## config.mk

```make
export PLATFORM = sky130hd
export DESIGN_NAME = determinant_relabel_with_fermion_sign
export DESIGN_NICKNAME = d
export VERILOG_FILES = /design/src/rtl/core/fpp_pkg.sv /design/src/rtl/core/fpp_lane.sv /design/src/rtl/core/fpp_merge.sv /design/src/rtl/core/determinant_relabel_with_fermion_sign.sv
export SDC_FILE = /design/constraint.sdc
export NUM_CORES = 2
export LEC_CHECK = 0
export BUFFER_PORTS_ARGS = -buffer_cell sky130_fd_sc_hd__buf_2
export CORE_ASPECT_RATIO = 2
export CORE_UTILIZATION = 38
export CTS_CLUSTER_DIAMETER = 30
export DETAILED_ROUTE_END_ITERATION = 10
export SLEW_MARGIN = 20
export SYNTH_ARGS = -nofsm -noshare
export SYNTH_HDL_FRONTEND = slang
export SYNTH_SLANG_ARGS = --single-unit
```

## constraint.sdc

```tcl
create_clock -name clk -period 15 [get_ports clk]
set_input_delay 0.75 -clock clk [delete_from_list [all_inputs] [get_ports clk]]
set_output_delay 0.75 -clock clk [all_outputs]
set_load 0.01 [all_outputs]
```

## src/rtl/core/fpp_pkg.sv

```systemverilog
// Shared types and constants for the fermion permutation parity relabeler.
`timescale 1ns / 1ps
package fpp_pkg;

	localparam int OCC_W     = 32;  // site occupation / canonical occupation width
	localparam int MAP_W     = 64;  // packed orbital map width
	localparam int MASK_W    = 16;  // sign mask width
	localparam int ORB_W     = 4;   // one orbital index
	localparam int CFG_IDX_W = 1;
	localparam int CFG_W     = 64;

	localparam logic [MAP_W-1:0] MAP_RESET = 64'hFEDC_BA98_7654_3210;

	typedef enum logic [CFG_IDX_W-1:0] {
		CFG_ORBITAL_MAP = 1'b0,
		CFG_SIGN_MASK   = 1'b1
	} cfg_reg_t;

	// What one lane reports for its site.
	typedef struct packed {
		logic [OCC_W-1:0] canon;   // occupation bits this site drops into orbital order
		logic             parity;  // sign and inversion parity owned by this site
	} fpp_lane_res_t;

endpackage

```

## src/rtl/core/fpp_lane.sv

```systemverilog
// One site lane: places the site's occupations and counts its parity share.
`timescale 1ns / 1ps
module fpp_lane
	import fpp_pkg::*;
#(
	parameter int SITES = 16,
	parameter int LANE  = 0
) (
	input  logic [SITES-1:0][ORB_W-1:0] site_orb,
	input  logic [SITES-1:0]            alpha,
	input  logic [SITES-1:0]            beta,
	input  logic                        negative,
	output fpp_lane_res_t               res
);

	// Parity owned by this lane: own sign flips, plus every pair where this
	// site comes first. Alpha-alpha and beta-beta pairs invert on p_k > p_j;
	// a beta here always sits above any alpha later, so each such pair inverts.
	always_comb begin
		res = '0;
		for (int o = 0; o < SITES; o++) begin
			res.canon[2*o]   = alpha[LANE] & (site_orb[LANE] == ORB_W'(o));
			res.canon[2*o+1] = beta[LANE] & (site_orb[LANE] == ORB_W'(o));
		end
		res.parity = (alpha[LANE] ^ beta[LANE]) & negative;
		for (int j = LANE + 1; j < SITES; j++) begin
			res.parity = res.parity
				^ ((site_orb[LANE] > site_orb[j])
					& ((alpha[LANE] & alpha[j]) ^ (beta[LANE] & beta[j])))
				^ (beta[LANE] & alpha[j]);
		end
	end

endmodule

```

## src/rtl/core/fpp_merge.sv

```systemverilog
// Merge stage: ORs the lanes' occupations and XORs their parity shares.
`timescale 1ns / 1ps
module fpp_merge
	import fpp_pkg::*;
#(
	parameter int SITES = 16
) (
	input  fpp_lane_res_t [SITES-1:0] lanes,
	output fpp_lane_res_t             merged
);

	always_comb begin
		merged = '0;
		for (int k = 0; k < SITES; k++) begin
			merged.canon  = merged.canon | lanes[k].canon;
			merged.parity = merged.parity ^ lanes[k].parity;
		end
	end

endmodule

```

## src/rtl/core/determinant_relabel_with_fermion_sign.sv

```systemverilog
// Top level of the fermion permutation parity relabeler.
`timescale 1ns / 1ps
// Relabels one Slater determinant (2 occupation bits per lattice site, bit0
// alpha, bit1 beta) into canonical orbital order using the orbital_map
// register, and returns the relabeled occupations with a phase bit. The phase
// flips once per occupied spin orbital on a site marked in sign_mask and once
// more when the spin-orbital sequence (sites in order, alpha before beta,
// alpha value p, beta value SITES+p) has odd inversion parity. Map entries at
// or above SITES drop that site; colliding map entries OR their occupations.
// Throughput is one determinant per clock while out_ready stays high. A
// determinant taken in passes through three stages, which are the input
// register, the lane result register and the output register. One lane per
// site works out its own placement and its share of the parity against
// all later sites; the merge stage ORs and XORs the lanes. Register writes
// (cfg_index 0: orbital_map, 1: sign_mask, low 16 data bits) are taken every
// cycle and must only be issued while no determinant is in flight.
module determinant_relabel_with_fermion_sign
	import fpp_pkg::*;
#(
	parameter int SITES = 16
) (
	input  logic                 clk,
	input  logic                 arst_n,
	// configuration writes
	input  logic                 cfg_valid,
	output logic                 cfg_ready,
	input  logic [CFG_IDX_W-1:0] cfg_index,
	input  logic [CFG_W-1:0]     cfg_data,
	// determinant in
	input  logic                 in_valid,
	output logic                 in_ready,
	input  logic [OCC_W-1:0]     site_occ,
	// relabeled determinant out
	output logic                 out_valid,
	input  logic                 out_ready,
	output logic [OCC_W-1:0]     canon_occ,
	output logic                 phase_negative
);

	localparam logic [ORB_W:0] SITES_LIM = (ORB_W + 1)'(SITES);

	// ---------------- configuration registers ----------------
	logic [MAP_W-1:0]  orbital_map_q;
	logic [MASK_W-1:0] sign_mask_q;

	assign cfg_ready = 1'b1;

	always_ff @(posedge clk or negedge arst_n) begin
		if (!arst_n) begin
			orbital_map_q <= MAP_RESET;
			sign_mask_q   <= '0;
		end else if (cfg_valid && cfg_ready) begin
			unique case (cfg_reg_t'(cfg_index))
				CFG_ORBITAL_MAP: orbital_map_q <= cfg_data;
				CFG_SIGN_MASK:   sign_mask_q   <= cfg_data[MASK_W-1:0];
				default:         ;
			endcase
		end
	end

	// ---------------- pipeline flow control ----------------
	// Each stage loads whenever it is empty or the stage after it moves on.
	logic v_s1, v_s2, v_s3;
	logic rdy1, rdy2, rdy3;

	assign rdy3     = !v_s3 || out_ready;
	assign rdy2     = !v_s2 || rdy3;
	assign rdy1     = !v_s1 || rdy2;
	assign in_ready = rdy1;
	assign out_valid = v_s3;

	always_ff @(posedge clk or negedge arst_n) begin
		if (!arst_n) begin
			v_s1 <= 1'b0;
			v_s2 <= 1'b0;
			v_s3 <= 1'b0;
		end else begin
			if (rdy1) v_s1 <= in_valid;
			if (rdy2) v_s2 <= v_s1;
			if (rdy3) v_s3 <= v_s2;
		end
	end

	// ---------------- stage 1: input register ----------------
	logic [OCC_W-1:0] occ_s1;

	always_ff @(posedge clk) begin
		if (in_valid && rdy1) begin
			occ_s1 <= site_occ;
		end
	end

	// Per-site decode: mapped orbital, and occupations cleared for sites whose
	// map entry falls outside the orbital range.
	logic [SITES-1:0][ORB_W-1:0] site_orb;
	logic [SITES-1:0]            alpha_eff;
	logic [SITES-1:0]            beta_eff;

	always_comb begin
		for (int k = 0; k < SITES; k++) begin
			site_orb[k]  = orbital_map_q[ORB_W*k +: ORB_W];
			alpha_eff[k] = occ_s1[2*k] & ({1'b0, site_orb[k]} < SITES_LIM);
			beta_eff[k]  = occ_s1[2*k+1] & ({1'b0, site_orb[k]} < SITES_LIM);
		end
	end

	// ---------------- lanes, one per site ----------------
	fpp_lane_res_t [SITES-1:0] lane_res;
	fpp_lane_res_t [SITES-1:0] lane_res_s2;

	for (genvar k = 0; k < SITES; k++) begin : g_lane
		fpp_lane #(
			.SITES (SITES),
			.LANE  (k)
		) u_lane (
			.site_orb (site_orb),
			.alpha    (alpha_eff),
			.beta     (beta_eff),
			.negative (sign_mask_q[k]),
			.res      (lane_res[k])
		);
	end

	// ---------------- stage 2: lane results ----------------
	always_ff @(posedge clk) begin
		if (v_s1 && rdy2) begin
			lane_res_s2 <= lane_res;
		end
	end

	fpp_lane_res_t merged;

	fpp_merge #(
		.SITES (SITES)
	) u_merge (
		.lanes  (lane_res_s2),
		.merged (merged)
	);

	// ---------------- stage 3: output register ----------------
	logic [OCC_W-1:0] canon_s3;
	logic             phase_s3;

	always_ff @(posedge clk) begin
		if (v_s2 && rdy3) begin
			canon_s3 <= merged.canon;
			phase_s3 <= merged.parity;
		end
	end

	assign canon_occ      = canon_s3;
	assign phase_negative = phase_s3;

	// ---------------- assertions ----------------
	// No orbital slot at or above SITES ever gets an occupation bit.
	a_canon_range: assert property (@(posedge clk) disable iff (!arst_n)
		out_valid |-> ((canon_occ >> (2 * SITES)) == '0))
		else $error("canon_occ has bits beyond the orbital range");

	// A new result only appears when the lane stage held one.
	a_out_from_s2: assert property (@(posedge clk) disable iff (!arst_n)
		$rose(out_valid) |-> $past(v_s2))
		else $error("result appeared without a lane result behind it");

	// A full pipeline facing a stall must refuse new input.
	a_full_stall: assert property (@(posedge clk) disable iff (!arst_n)
		(v_s1 && v_s2 && v_s3 && !out_ready) |-> !in_ready)
		else $error("input accepted while pipeline is full and stalled");

	// Input register only empties toward stage 2 when stage 2 can take it.
	a_s1_move: assert property (@(posedge clk) disable iff (!arst_n)
		(v_s1 && !rdy2) |=> v_s1)
		else $error("stage 1 item lost during stall");

endmodule
```

* Yosys cells after proc, flatten, opt, wreduce, memory -nomap -nowiden
Cells that the tools add are included.
Operators by class: $lt $le $gt $ge 120, eq/ne operators 240, bitwise gates (word level) 1415, reductions and logical operators 27
Operators by type and width (number):
- $and 1x1->1 | 1008
- $eq 4x4->1 const B | 128
- $gt 4x4->1 | 120
- $or 32x32->32 | 15
- $xor 1x1->1 | 391
- $eq 4x3->1 const B | 64
- $eq 4x2->1 const B | 32
- $eq 4x1->1 const B | 16
- $logic_not 4->1 | 16
- $reduce_and 2->1 | 2
- $logic_and 1x1->1 | 3
- $logic_not 1->1 | 3
- $logic_or 1x1->1 | 3
- $not 1->1 | 1
Word-level totals: bits in registers 676, logic and storage cells 1842, input port bits 102, output and inout bits 36

* Logic depth before layout (Yosys ltp)
depth after elaboration 33, gate-level depth with buffers 10, mapped depth without buffers 10

* By module
From an unflattened synthesis, not the netlist that was laid out.
Second synthesis, totals: cell total of the unflattened synthesis 3891, area total of the unflattened synthesis 42389.4 um^2
Modules (own cells, without submodules):
- determinant_relabel_with_fermion_sign | times used 1, cells an instance 777, area an instance 21294.2 um^2, seq. area each 19924.1 um^2
- fpp_lane (g_lane[0].u_lane) | times used 1, cells an instance 311, area an instance 2262.2 um^2, seq. area each 0.0 um^2
- fpp_lane (g_lane[1].u_lane) | times used 1, cells an instance 295, area an instance 2117.0 um^2, seq. area each 0.0 um^2
- fpp_lane (g_lane[2].u_lane) | times used 1, cells an instance 287, area an instance 2003.2 um^2, seq. area each 0.0 um^2
- fpp_lane (g_lane[3].u_lane) | times used 1, cells an instance 260, area an instance 1846.8 um^2, seq. area each 0.0 um^2
- fpp_lane (g_lane[4].u_lane) | times used 1, cells an instance 244, area an instance 1697.9 um^2, seq. area each 0.0 um^2
- fpp_lane (g_lane[5].u_lane) | times used 1, cells an instance 240, area an instance 1579.0 um^2, seq. area each 0.0 um^2
- fpp_lane (g_lane[6].u_lane) | times used 1, cells an instance 211, area an instance 1433.9 um^2, seq. area each 0.0 um^2
- fpp_lane (g_lane[7].u_lane) | times used 1, cells an instance 188, area an instance 1342.5 um^2, seq. area each 0.0 um^2
- fpp_lane (g_lane[8].u_lane) | times used 1, cells an instance 176, area an instance 1174.9 um^2, seq. area each 0.0 um^2
- fpp_merge | times used 1, cells an instance 175, area an instance 1132.3 um^2, seq. area each 0.0 um^2
- fpp_lane (g_lane[9].u_lane) | times used 1, cells an instance 155, area an instance 1056.0 um^2, seq. area each 0.0 um^2
- fpp_lane (g_lane[10].u_lane) | times used 1, cells an instance 143, area an instance 898.4 um^2, seq. area each 0.0 um^2
- fpp_lane (g_lane[11].u_lane) | times used 1, cells an instance 121, area an instance 790.8 um^2, seq. area each 0.0 um^2
- 4 more rows

* Worst setup path after synthesis
No wires, ideal clock.
path kind input to register, start point input port out_ready, end point register lane_res_s2[0] in the netlist's numbering, enable pin, arrival time 12.712 ns, data required time 14.040 ns, path slack 1.328 ns, path buffers 0, setup time 0.960 ns, stages 3, cell sequence nor2b_1 -> nand2_1 -> and2_1
Between the ends: longest elaborated chain between the ends 3
RTL lines:
- start, declared | RTL line determinant_relabel_with_fermion_sign.sv:35 | input logic out_ready,
- $logic_or 1x1->1 | RTL line determinant_relabel_with_fermion_sign.sv:66 | assign rdy3 = !v_s3 || out_ready;
- $logic_or 1x1->1 | RTL line determinant_relabel_with_fermion_sign.sv:67 | assign rdy2 = !v_s2 || rdy3;
- $logic_and 1x1->1 | RTL line determinant_relabel_with_fermion_sign.sv:126 | if (v_s1 && rdy2) begin
- end signal, assigned | RTL line determinant_relabel_with_fermion_sign.sv:127 | lane_res_s2 <= lane_res;
- end, declared | RTL line determinant_relabel_with_fermion_sign.sv:109 | fpp_lane_res_t [SITES-1:0] lane_res_s2;
No other way between the ends. A chain may end at the register's enable or synchronous reset.

* Final worst setup path
start point register v_s3 (netlist: out_valid), end point register lane_res_s2[454] in the netlist's numbering, enable pin
Between the ends: longest elaborated chain between the ends 4
RTL lines:
- start, declared | RTL line determinant_relabel_with_fermion_sign.sv:63 | logic v_s1, v_s2, v_s3;
- start signal, assigned | RTL line determinant_relabel_with_fermion_sign.sv:80 | if (rdy3) v_s3 <= v_s2;
- $logic_not 1->1 | RTL line determinant_relabel_with_fermion_sign.sv:66
- $logic_or 1x1->1 | RTL line determinant_relabel_with_fermion_sign.sv:66
- $logic_or 1x1->1 | RTL line determinant_relabel_with_fermion_sign.sv:67
- $logic_and 1x1->1 | RTL line determinant_relabel_with_fermion_sign.sv:126
No other way between the ends.

==> flow_metrics.env <==
export IMPL_cts_path_max_buffers=3
export IMPL_dp_hpwl_um=111000
export IMPL_status="finished, final reports clean"
export IMPL_timing_rr_start="out_valid$_DFFE_PN0P_"
export IMPL_avgSynthCellArea_um2=11.0
export IMPL_num_io_pins=138
export IMPL_synth_edf_count=593
export IMPL_min_period_ns=4.51
export IMPL_cp_max_fo=208
export IMPL_powerDensity_nw_per_um2=145
export IMPL_port_buffers=136
export IMPL_maxCapViolCount=0
export IMPL_reg2regPathDepth=6
export IMPL_leakage_nw=17.3
export IMPL_grt_max_degree=209
export IMPL_syn_to_final_growth_pct=15.4
export IMPL_clk_pin_slew_worst_paths_ns=0.06
export IMPL_timing_final_crit_share_pct=30.1
export IMPL_postCtsSetupBuffers=0
export IMPL_syn_num_nets=4167
export IMPL_drc=0
export IMPL_rsz0062_at_grt="false"
export IMPL_ant_nets=0
export IMPL_final_setup_viol_count=0
export IMPL_clock_skew_ns=0.0370
export IMPL_required_ns=15.29
export IMPL_met3_length_um=9870
export IMPL_fmaxAchievable_mhz=222
export IMPL_cts_buffers=89
export IMPL_ys_async_sr_fraction_pct=12.3
export IMPL_stdcell_count=5243
export IMPL_ys_seq_elements=676
export IMPL_die_w_um=230
export IMPL_cts_num_sinks=676
export IMPL_grt_pass1_wl_um=216000
export IMPL_finalMaxSlewViolations=0
export IMPL_startpoint_type="register"
export IMPL_cts_root_buf="clkbuf_16"
export IMPL_worstSetupStartpoint="out_valid$_DFFE_PN0P_"
export IMPL_core_area_um2=103000
export IMPL_nets=4395
export IMPL_reg2reg_to="lane_res_s2[454]$_DFFE_PP_"
export IMPL_synth_cells=3585
export IMPL_gp_congestion=0.962
export IMPL_dr_wl_met2_um=74400
export IMPL_dieArea_um2=106000
export IMPL_wire_per_inst_um=29.5
export IMPL_drt_wl_total_um=154000
export IMPL_fin_setup_tns_ns=0
export IMPL_grt_overflow=0
export IMPL_vias=30508
export IMPL_path_class="register to register"
export IMPL_highest_layer="met5"
export IMPL_cp_end_kind="register"
export IMPL_finalHoldViolCount=0
export IMPL_synth_distinct_cells=39
export IMPL_rrSetupSlack_ns=10.49
export IMPL_syn_area_um2=39600
export IMPL_critical_path_arrival_ns=4.81
export IMPL_ir_worst_vdd_mv=0.0921
export IMPL_via_per_inst=5.82
export IMPL_yosys_most_used_dff="edfxtp_1"
export IMPL_hold_path_class="input port to async pin"
export IMPL_yosysTopAreaCell="edfxtp_1"
export IMPL_yosysWarnings=0
export IMPL_grt_pass1_vias=30491
export IMPL_synthDominantCellAreaShare_pct=45.0
export IMPL_tightest_slew_ns=1.28
export IMPL_wl_met1_um=51400
export IMPL_dp_cells=5074
export IMPL_relSlewSlack_pct=13.7
export IMPL_grt_usage_pct=29.2
export IMPL_first_pass_iters=5
export IMPL_cts_tree="yes"
export IMPL_layout_drive_gt1_share_pct=12.6
export IMPL_die_y_um=459
export IMPL_num_rows=167
export IMPL_insertion_delay_ns=0.70
export IMPL_ctsHoldBuffers=0
export IMPL_yosys_top_cells_area="edfxtp_1, ha_1, xnor2_1"
export IMPL_initial_core_util_pct=38.3
export IMPL_postLayoutCoreUtil_pct=44.2
export IMPL_antenna_found_initial=6
export IMPL_cts_max_level=3
export IMPL_synth_seq_area_share_pct=50.3
export IMPL_drtIter0Drc=2399
export IMPL_cts_resized=0
## logic make-up after synthesis
group / share of synthesized area, %
buffers and inverters: 1.64
DFF: 50.3
muxes: 1.17
other: 0.00947
adders and majority gates: 15.2
xor gates and xnor gates: 6.85
and+or+nand+nor: 15.4
AOI/OAI and AO/OA: 9.49
## placed cells by master (no fill, tap or decap), drive strengths merged, types with 104 or more instances in the layout
| cell type | instances |
|---|---|
| nand3 | 107 |
| o21ai | 178 |
| xnor2 | 245 |
| nand2 | 401 |
| buf | 233 |
| ha | 480 |
| o21a | 208 |
| a41oi | 104 |
| nor2b | 112 |
| nor2 | 534 |
| nor4 | 128 |
| edfxtp | 593 |
## through the flow
| stage | cell area [um^2] | hold WS, ns | power (mW) | setup WS [ns] |
|---|---|---|---|---|
| global placement | 42500 | 0.483 | 4.35 | 10.34 |
| global route | 45700 | 0.123 | 6.89 | 10.31 |
| finish | 45700 | 0.101 | 6.63 | 10.49 |
| CTS | 45700 | 0.103 | 6.63 | 10.63 |
| floorplan | 39600 | 0.449 | 3.74 | 1.33 |
| detailed placement | 42500 | 0.485 | 4.40 | 10.26 |
## critical path, stage by stage (launching register included)
cell     delay, ns
dfrtp_1       0.39
nor2b_1       0.15
nand2_1       0.09
and2_4        0.68
buf_4         0.80
buf_12        0.72
buf_12        0.80
## layout make-up
| cell class | instances | area [um^2] |
|---|---|---|
| flip-flops and latches | 676 | 19900 |
| well taps | 1352 | 1690 |
| clock buffers | 100 | 2310 |
| clock inverters | 67 | 877 |
| diodes | 2 | 5.00 |
| fillers | 9738 | 57700 |
| multi-input cells | 2742 | 19200 |
| repair buffers | 233 | 1440 |
| inverters | 71 | 267 |
## report_power, final
group	switching (mW)	internal [mW]	leakage, nW
Sequential	0.175	2.31	6.80
Combinational	1.18	0.724	9.01
Clock	0.945	1.30	1.52
## routing by layer
layer	track usage, %	vias up
li1	-	13597
met1	29.7	14930
met2	49.0	1425
met3	4.75	552
met4	30.6	4
met5	0	-
## synth_stat cells (5+ instances only)
cell / count
dfrtp_1: 51
mux2_2: 31
o21ai_0: 178
nor2b_1: 112
inv_1: 71
mux2i_1: 10
buf_1: 26
xor2_1: 52
buf_2: 5
ha_1: 480
clkbuf_1: 62
nand4_1: 54
xnor2_1: 241
nand2_1: 401
nand3_1: 107
nand2b_1: 15
a41oi_1: 104
a22o_1: 6
nand3b_1: 8
o21a_1: 208
nor2_1: 534
a22oi_1: 14
dfstp_2: 32
nor4_1: 128
o211ai_1: 6
a21oi_1: 36
edfxtp_1: 593
## how the worst max path moves through the flow
stage	slack, ns	depth (start not counted)	end
after floorplan	1.33	3	lane_res_s2[0]$_DFFE_PP_
after global placement	10.34	7	lane_res_s2[442]$_DFFE_PP_
after detailed placement	10.26	7	lane_res_s2[405]$_DFFE_PP_
after CTS	10.63	6	lane_res_s2[43]$_DFFE_PP_
after global routing	10.31	6	lane_res_s2[458]$_DFFE_PP_
final	10.49	6	lane_res_s2[454]$_DFFE_PP_
## registers in the layout, indices dropped and copies added, names as in the netlist
name,flops
canon_occ,32
lane_res_s2,528
occ_s1,32
orbital_map_q,64
out_valid,1
phase_negative,1
sign_mask_q,16
v_s1,1
v_s2,1
Power figures use the tool's default switching activity.
